### src/rtl/core/salf_ram.sv
// Single-port-write, single-port-read synchronous RAM holding one cache set per row.
// No dependencies.
module salf_ram #(
  parameter int DEPTH = 256,
  parameter int WIDTH = 8
) (
  input  logic                     clk,
  input  logic                     we,
  input  logic [$clog2(DEPTH)-1:0] waddr,
  input  logic [WIDTH-1:0]         wdata,
  input  logic                     re,
  input  logic [$clog2(DEPTH)-1:0] raddr,
  output logic [WIDTH-1:0]         rdata
);

  logic [WIDTH-1:0] mem [DEPTH];

  always_ff @(posedge clk) begin
    if (we) begin
      mem[waddr] <= wdata;
    end
  end

  always_ff @(posedge clk) begin
    if (re) begin
      rdata <= mem[raddr];
    end
  end

endmodule

### config.mk
export PLATFORM = sky130hd
export DESIGN_NAME = salf_ram
export DESIGN_NICKNAME = d
export VERILOG_FILES = /design/src/rtl/core/salf_ram.sv
export SDC_FILE = /design/constraint.sdc
export NUM_CORES = 2
export LEC_CHECK = 0
export ABC_AREA = 0
export BUFFER_PORTS_ARGS = -buffer_cell sky130_fd_sc_hd__clkbuf_2
export CORE_MARGIN = 5
export CORE_UTILIZATION = 50
export DETAILED_ROUTE_END_ITERATION = 10
export HOLD_SLACK_MARGIN = 0.15
export PLACE_DENSITY_LB_ADDON = 0.1
export SLEW_MARGIN = 20
export SYNTH_ARGS = -nofsm -noshare
export SYNTH_HDL_FRONTEND = slang
export SYNTH_SLANG_ARGS = --single-unit
### constraint.sdc
create_clock -name clk -period 5.7 [get_ports clk]
set_input_delay 0.285 -clock clk [delete_from_list [all_inputs] [get_ports clk]]
set_output_delay 0.285 -clock clk [all_outputs]
set_load 0.005 [all_outputs]
==> summary.md <==
| Metric | Value |
|---|---|
| Run status | `completed` |
| Placed cells | `5680` |
| Most used DFF post-synth | `edfxtp_1` |
| DR iter-0 viols | `4792` |
| Relative slew slack | `0.189` |
| Grt total ovfl | `0` |
| CP endpoint kind | `flop` |
| Worst VDD drop | `0.322 mV` |
| Root Buffer | `clkbuf_16` |
| Final period utilization | `0.623` |
| Setup Skew | `44.1 ps` |
| Synth top area share | `0.775` |
| Largest net degree at the start of global routing | `197` |
| Initial antenna violation count | `9` |
| Crit path to | `rdata[4]` |
| Final wirelength | `202000 um` |
| Worst Hold Class | `in2reg` |
| Top post-synthesis cells by area | `edfxtp_1, mux4_2, mux2i_1` |
| Area Overhead vs Synth | `11.3%` |
| Worst hold slack | `89.4 ps` |
| Row count | `146` |
| Leakage | `27.1 nW` |
| Share of cells above drive strength 1 | `0.221` |
| Non-Filler Instances | `6067` |
| Crit path max fanout | `71` |
| Syn Area/Cell | `21.3 um^2` |
| Num ports | `35` |
| Setup slack, reg-to-reg | `2600 ps` |
| Design Area, Final | `88600 um^2` |
| Sequential share of the synthesized area | `0.775` |
| Pins over their slew limit | `0` |
| Largest area contributor in the netlist | `edfxtp_1` |
| Synthesized flop and latch total | `2056` |
| Vias post-DR | `38682` |
| Final setup violation count | `0` |
| Gate Count Post-Synth | `3733` |
| Routability cong. | `0.836` |
| Reg2reg start | `mem[211][3]` |
| Critical Path Source | `raddr[1]` |
| Yosys cell types | `54` |
| Worst slew pin tran | `1210 ps` |
| RSZ-0062 raised after global routing | `false` |
| Clock Tree Buf Depth | `3` |
| First-pass GRT wire length | `290000 um` |
| Number of global-route vias before repair | `39400` |
| Post-detail-place hpwl | `121000 um` |
| Post-DRT Antenna Nets | `0` |
| Htree depth | `4` |
| Critical path arrival | `4060 ps` |
| Nets@finish | `3848` |
| Most frequent cells in the layout | `edfxtp_1, mux4_2, nor2_1, clkbuf_16, mux2i_1` |
| Via density | `6.38` |
| Net count after synthesis | `3760` |
| Number of flops mapped to enable cells by yosys | `2056` |
| Power per cell area | `353 nW/um^2` |
| Post-route DRC | `0` |
| Die width | `409 um` |
| Most common cell after layout, fill and taps aside | `edfxtp_1` |
| Syn. warnings | `0` |
| Routed len/inst | `33.3 um` |
| CP startpoint kind | `input pin` |
| Port Buffers | `34` |
| Pwr Total | `0.0313 W` |
| WS Path Type | `in2reg` |
| Final min period | `3550 ps` |
| DIE AREA | `167000 um^2` |
| GR Util All Layers | `0.241` |
| FFs w/ async S/R, synth | `0` |
| Setup TNS Final | `0 ps` |
| Drt pass-1 iters | `7` |
| CP required | `6210 ps` |
| R2R Path End | `rdata[3]` |
| Reg2Reg Depth | `6` |
| Clk_lat worst skew | `830 ps` |
| Clock sinks | `2056` |
| Final hold vios | `0` |
| CTS buffer count | `206` |
| Synth Cell Area | `79600 um^2` |
| Max-Cap Viols | `0` |
| Starting Density | `0.503` |
| Reg clk slew, reported paths | `60 ps` |
| Core area | `158000 um^2` |
| Die height | `409 um` |
| F_max | `0.282 GHz` |
| Placed instance area | `82000 um^2` |
| TritonCTS clock tree | `built` |
## state kept, by name, summed over array words and instances, names as in the netlist
register / flops
rdata: 8
mem: 2048
## synthesized netlist by cell type, types with 5 or more instances
library cell / instances
nor4_1: 24
nor2_1: 282
nand2b_1: 8
mux2i_1: 134
o211ai_1: 10
nor2b_1: 31
buf_4: 27
o221ai_1: 46
nand4_1: 10
buf_2: 31
nand3_1: 34
o22ai_1: 28
o21ai_0: 10
buf_8: 13
buf_6: 21
nand2_1: 33
and2_1: 6
buf_1: 22
buf_12: 8
nor3_1: 22
a221oi_1: 13
o22a_1: 5
a211oi_1: 16
edfxtp_1: 2056
a22o_1: 8
mux4_2: 454
a22oi_1: 133
clkbuf_1: 111
a21oi_1: 96
## repair_timing
action                                 in CTS  in global routing
gates resized for setup                     0                  0
buffers inserted                            0                  0
endpoints found under the hold margin     277                  0
setup endpoints to repair                   0                  0
hold buffers                                5                  0
## worst min-delay path by stage
stage | cells after the start | slack [ps] | from | to
2_1_floorplan | 0 | 380 | wdata[0] | mem[0][0]
3_3_place_gp | 1 | 860 | wdata[0] | mem[69][0]
3_5_place_dp | 1 | 860 | wdata[0] | mem[71][0]
4_1_cts | 1 | 160 | wdata[5] | mem[95][5]
5_1_grt | 1 | 160 | wdata[1] | mem[88][1]
6_report | 1 | 90 | wdata[1] | mem[89][1]
## final cells by class
class | count | area [um^2]
Multi-Input combinational cell | 1442 | 16600
Antenna cell | 5 | 12.5
Tap cell | 2072 | 2590
Inverter | 2 | 7.51
Timing Repair Buffer | 113 | 1150
Fill cell | 11659 | 69800
Clock inverter | 112 | 1100
Clock buffer | 265 | 5400
Sequential cell | 2056 | 61700
## cells by family (layout without fill, tap and decap cells)
family,count (synthesis),count (layout),synth area share
and+or+nand+nor,466,466,0.0263
other,0,5,0
muxes,591,591,0.146
buffers and inverters,235,492,0.0183
DFF,2056,2056,0.775
AOI/OAI and AO/OA,385,385,0.0342
## worst max-delay path, cell delays in order
cell and delay, ps:
buf_8 520, buf_4 750, mux4_2 440, mux4_2 550
nor2b_1 170, nor4_1 1020, nor4_1 160
## report_power, final
part | switching (W) | leakage [nW] | internal, W
sequential | 0.0000274 | 18.5 | 0.0167
combinational | 0.000992 | 5.46 | 0.000495
clock | 0.00566 | 3.16 | 0.00742
total | 0.00668 | 27.1 | 0.0246
## layer usage
metal,vias up,global-route usage,routed length [um]
met5,-,0,26
met4,4,0.0655,5620
met3,345,0.0484,16300
met2,1662,0.388,98500
met1,20779,0.341,81300
li1,15892,-,-
## metrics by stage
stage,utilization,setup slack (ps)
2_1_floorplan,-,3340
3_3_place_gp,0.517,735
3_5_place_dp,0.518,1490
4_1_cts,0.559,2380
5_1_grt,0.559,2220
6_report,0.559,2150
Power figures use the tool's default switching activity.
