[config.mk]
export PLATFORM = sky130hd
export DESIGN_NAME = salf_split
export DESIGN_NICKNAME = d
export VERILOG_FILES = /design/src/rtl/core/salf_pkg.sv /design/src/rtl/core/salf_split.sv
export SDC_FILE = /design/constraint.sdc
export NUM_CORES = 1
export LEC_CHECK = 0
export BUFFER_PORTS_ARGS = -buffer_cell sky130_fd_sc_hd__buf_2
export CAP_MARGIN = 20
export CELL_PAD_IN_SITES_DETAIL_PLACEMENT = 0
export CELL_PAD_IN_SITES_GLOBAL_PLACEMENT = 2
export CORE_MARGIN = 2
export CORE_UTILIZATION = 31
export DETAILED_ROUTE_END_ITERATION = 10
export GPL_TIMING_DRIVEN = 0
export PLACE_DENSITY = 0.86
export SYNTH_ARGS = -nofsm -noshare
export SYNTH_HDL_FRONTEND = slang
export SYNTH_SLANG_ARGS = --single-unit
[constraint.sdc]
create_clock -name vclk -period 5
set_clock_uncertainty 0.15 [all_clocks]
set_input_delay 1 -clock vclk [all_inputs]
set_output_delay 1 -clock vclk [all_outputs]
set_load 0.02 [all_outputs]
[src/rtl/core/salf_pkg.sv]
// Shared types and constants of the set-associative cache with LRU/FIFO replacement.
// No dependencies; imported by every module of the block but salf_ram.
package salf_pkg;

  localparam int CACHE_SETS = 256;
  localparam int SET_W      = 8;
  localparam int CFG_IDX_W  = 2;
  localparam int CFG_DATA_W = 4;
  localparam int WAY_FLD_W  = 4;

  localparam logic [CFG_IDX_W-1:0] CFG_POLICY = 2'd0;
  localparam logic [CFG_IDX_W-1:0] CFG_WAYS   = 2'd1;
  localparam logic [CFG_IDX_W-1:0] CFG_SETB   = 2'd2;
  localparam logic [CFG_IDX_W-1:0] CFG_OFFB   = 2'd3;

  localparam logic POLICY_FIFO = 1'b0;
  localparam logic POLICY_LRU  = 1'b1;

  typedef struct packed {
    logic       policy;
    logic [3:0] ways;
    logic [3:0] set_bits;
    logic [3:0] offset_bits;
  } cfg_t;

  typedef struct packed {
    logic                 hit;
    logic [WAY_FLD_W-1:0] way;
  } lk_res_t;

endpackage

[src/rtl/core/salf_split.sv]
// Address split into set index and tag from the configured geometry.
// Depends on salf_pkg.
module salf_split #(
  parameter int ADDR_BITS = 48
) (
  input  logic [ADDR_BITS-1:0]      address_i,
  input  salf_pkg::cfg_t            cfg_i,
  output logic [salf_pkg::SET_W-1:0] set_o,
  output logic [ADDR_BITS-1:0]      tag_o
);
  import salf_pkg::*;

  logic [ADDR_BITS-1:0] shifted;
  logic [4:0]           tag_sh;

  assign shifted = address_i >> cfg_i.offset_bits;
  assign tag_sh  = {1'b0, cfg_i.offset_bits} + {1'b0, cfg_i.set_bits};
  assign tag_o   = address_i >> tag_sh;

  always_comb begin
    for (int i = 0; i < SET_W; i++) begin
      set_o[i] = shifted[i] & (4'(i) < cfg_i.set_bits);
    end
  end

endmodule

==> results of run 1 <==
[report_power, final]
part	total [mW]	leakage, nW	switching [mW]	internal (mW)
Clock	0	0	0	0
Sequential	0	0	0	0
Combinational	1.27	2.04	0.776	0.498
[cell type report]
class / instances / area, sq um / share of cell area, %
multi-input combinational: 376 / 3430 / 76.4
timing repair buffer: 115 / 596 / 13.3
buffer: 42 / 264 / 5.88
tap: 143 / 179 / 3.99
inverter: 6 / 22.5 / 0.502
[synth_stat cells (6+ instances only)]
master	n	area (sq um)
o211ai_1	6	45.0
a21oi_1	19	95.1
nand3_1	13	65.1
o2bb2ai_1	6	52.6
mux4_2	28	631
nor3_1	10	50.1
nor2_1	34	128
mux2_2	36	405
nand2_1	49	184
clkbuf_1	11	41.3
buf_2	23	115
mux2i_1	89	891
a211oi_1	10	75.1
o21ai_0	19	95.1
[worst paths after layout]
check	start	end	depth (start not counted)
hold / removal	cfg_i[4]	set_o[0]	4
setup / recovery	cfg_i[4]	tag_o[10]	11
[layer usage]
metal  wire length [microns]  track usage [%]  part of all wire [%]  up-vias
li1                        -                -                     -     1879
met1                    6810             32.9                    46     2034
met2                    6960             36.2                    47      173
met3                     802            0.810                   5.5        8
met4                      80             1.46                  0.55        0
met5                       0                0                     0        -
[tightest hold or removal path, cell delays in order]
cell and delay (ps):
buf_2 130, inv_1 50, a21oi_1 50, buf_2 150
[kinds of logic after synthesis]
logic type | Yosys count | synth area share (%)
mux | 162 | 58.3
buf+inv | 48 | 7.43
simple gates | 118 | 14.0
compound gates | 87 | 16.8
xor+xnor | 4 | 1.47
fa+ha+maj | 5 | 1.92
[metrics by stage]
stage | utilization [%] | instance area (sq um)
floorplan | - | 3650
global placement | 38.3 | 4390
detailed placement | 38.3 | 4390
CTS | 38.4 | 4410
global route | 39.1 | 4490
finish | 39.1 | 4490
[timing repair]
action,4_1_cts,5_1_grt
pin swaps,0,1
gates resized for setup,3,15
hold endpoints to repair,0,0
setup endpoints to repair,13,26
setup buffers,0,3
==> results_dict.tcl, run 1 <==
set metrics [dict create \
    status "finished, final reports clean" \
    hold_viol_final 0 \
    dieArea_sq_mm 0.0127 \
    core_sq_mm 0.0115 \
    crit_fanout 10 \
    rows 39 \
    grt_max_degree 11 \
    die_y_microns 113 \
    crit_path_max_incr_delay_ps 550 \
    initial_core_util_pct 31.9 \
    synthCells 424 \
    fin_tns_setup_ps 0 \
    max_freq_mhz 201 \
    dp_cells 679 \
    crit_arrival_ps 3820 \
    ant_nets 0 \
    grt_antenna_before_repair 0 \
    gp_congestion 0.928 \
    ff_latch_area_sq_um 0 \
    vdd_drop_max_v 0.000157 \
    grt_pass1_wl_mm 22.5 \
    netlist_area_sq_mm 0.00365 \
    first_iter_violations 273 \
    critPathTopFamily "multiplexers" \
    die_w_microns 113 \
    critical_path_class "in -> out" \
    fin_cells 682 \
    crit_buf_inv 4 \
    worst_pin_slew_ps 545 \
    final_cell_mix "buf_2 (132), mux2i_1 (83), nand2_1 (49), mux2_2 (36), nor2_1 (34)" \
    synth_warnings 0 \
    yosysUniqueCellTypes 50 \
    cts_hold_buf 0 \
    antenna_cells 0 \
    clock_buffers 0 \
    cp_cell_sequence "buf_2 > ha_1 > fa_1 > buf_2 > clkbuf_4 > mux2_2 > mux2i_1 > mux2i_2 > mux2i_1 > o21ai_0 > buf_2" \
    grt.total_usage_pct 21.8 \
    relSlewSlack_pct 63.7 \
    drv_slew 0 \
    end_kind "primary output" \
    sequential_cell_total 0 \
    io-pin-count 117 \
    critical-path-slowest-cell "fa_1" \
    hp-class "in -> out" \
    drc 0 \
    dp_hpwl_mm 12.0 \
    place_ws_ps -230 \
    yosysSeqAreaShare_pct 0 \
    cp_common_cell "buf_2" \
    overflow 0 \
    area.growth.synth_to_final_pct 22.9 \
    synth.avg_cell_area_sq_um 8.62 \
    finalCriticalPeriod_ps 4970 \
    worst_slack_ps 30.3 \
    pwr_density_cell_mw_per_mm2 284 \
    port_buffers 112 \
    vias_per_cell 6.00 \
    max-cap-violations 0 \
    period_share_pct 99.4 \
    syn-num-nets 490 \
    hold-worst-slack_ps 2240 \
    setup_viol 0 \
    routedWlPerCell_microns 21.5 \
    final_common_cell "buf_2" \
    fillers 1208 \
    critPathRequiredTime_ps 3850 \
    worstSetupStartpointType "input port" \
    grt_pass1_vias 3911 \
    p_leak_nw 2.04 \
    drive_gt1_share_pct 43.4 \
    vias 4094 \
    drt_wl_total_mm 14.7 \
    first_pass_iters 5 \
    power_mw 1.27 \
    nets 607 \
]
Power figures use the tool's default switching activity.
==> run 2: changes to the inputs <==
- CORE_ASPECT_RATIO: unset -> 0.6
- REMOVE_ABC_BUFFERS: unset -> 1
==> results_dict.tcl, run 2 (same netlist as run 1, synthesis figures left out) <==
set metrics [dict create \
    drc 0 \
    finalCriticalPeriod_ps 4880 \
    gp_congestion 0.947 \
    first_iter_violations 338 \
    overflow 0 \
    rsz0062_at_grt "no" \
    fin_tns_setup_ps 0 \
    relSlewSlack_pct 39.6 \
    io-pin-count 117 \
    status "finished, final reports clean" \
    die_y_microns 88.1 \
    port_buffers 112 \
    drv_slew 0 \
    grt_pass1_vias 3667 \
    initial_core_util_pct 32.0 \
    hold_viol_final 0 \
    die_w_microns 144 \
    grt_max_degree 42 \
    sequential_cell_total 0 \
    antenna_cells 0 \
    routedWlPerCell_microns 20.5 \
    area.growth.synth_to_final_pct 21.7 \
    core_sq_mm 0.0114 \
    final_common_cell "buf_2" \
    hold_path_depth 4 \
    clock_buffers 0 \
    critPathRequiredTime_ps 3850 \
    crit_fanout 35 \
    final_cell_mix "buf_2 (110), mux2i_1 (88), nand2_1 (49), mux2_2 (36), nor2_1 (33)" \
    vdd_drop_max_v 0.0000785 \
    grt_pass1_wl_mm 21.0 \
    max_freq_mhz 205 \
    p_leak_nw 1.98 \
    ant_nets 0 \
    setup_viol 0 \
    crit_arrival_ps 3730 \
    vias_per_cell 5.88 \
    grt.total_usage_pct 21.1 \
    worstSetupStartpointType "input port" \
    first_pass_iters 5 \
    grt_antenna_before_repair 0 \
    dp_cells 661 \
    drive_gt1_share_pct 42.1 \
    max-cap-violations 0 \
    vias 3928 \
    fin_cells 668 \
    period_share_pct 97.7 \
    ff_latch_area_sq_um 0 \
    dieArea_sq_mm 0.0127 \
    critical_path_class "in -> out" \
    pwr_density_cell_mw_per_mm2 278 \
    end_kind "primary output" \
    cts_hold_buf 0 \
    dp_hpwl_mm 10.8 \
    drt_wl_total_mm 13.7 \
    nets 576 \
    hp-class "in -> out" \
    worst_pin_slew_ps 907 \
    rows 30 \
]
-- run 2: through the flow --
step	worst slack, ps	hold WS, ps	power [mW]	util (%)	instance area, sq um
finish	116	2230	1.24	39.0	4450
CTS	35.0	2230	1.21	38.5	4390
detailed placement	-562	2230	1.19	37.8	4310
global route	6.95	2260	1.31	39.0	4450
global placement	-2150	2230	1.16	36.5	4170
floorplan	-1110	1980	0.803	-	3400
-- run 2: what timing repair did --
item	4_1_cts	5_1_grt
setup buffers	5	1
gates resized for setup	5	5
cloned	1	0
pin swaps	2	1
endpoints found under the setup margin	37	27
-- run 2: worst max-delay path: stages --
cell,delay (ps)
buf_6,160
ha_2,220
fa_2,600
buf_12,240
mux2i_1,160
mux2_2,310
a221oi_2,430
mux2i_1,160
mux2i_1,230
buf_2,200
-- run 2: area by class of cell --
class	instances	area (sq um)
repair buffers	125	747
well taps	160	200
fillers	1193	6960
inverters	6	25.0
multi-input cells	377	3470
-- run 2: report_power, final --
group          leakage, nW  total [mW]  internal [mW]  switching (mW)
clock network            0           0              0               0
registers                0           0              0               0
logic                 1.98        1.24          0.485           0.751
-- run 2: path summary, 6_finish.rpt --
check,slack (ps),endpoint,startpoint
max,120,tag_o[8],cfg_i[0]
min,2230,set_o[0],cfg_i[4]
-- run 2: per-layer routing --
metal | global-route usage (%) | vias to the layer above | wire length (microns)
li1 | - | 1820 | -
met1 | 35.3 | 1911 | 6890
met2 | 29.0 | 188 | 5400
met3 | 2.46 | 9 | 1250
met4 | 1.77 | 0 | 121
met5 | 0 | - | 0
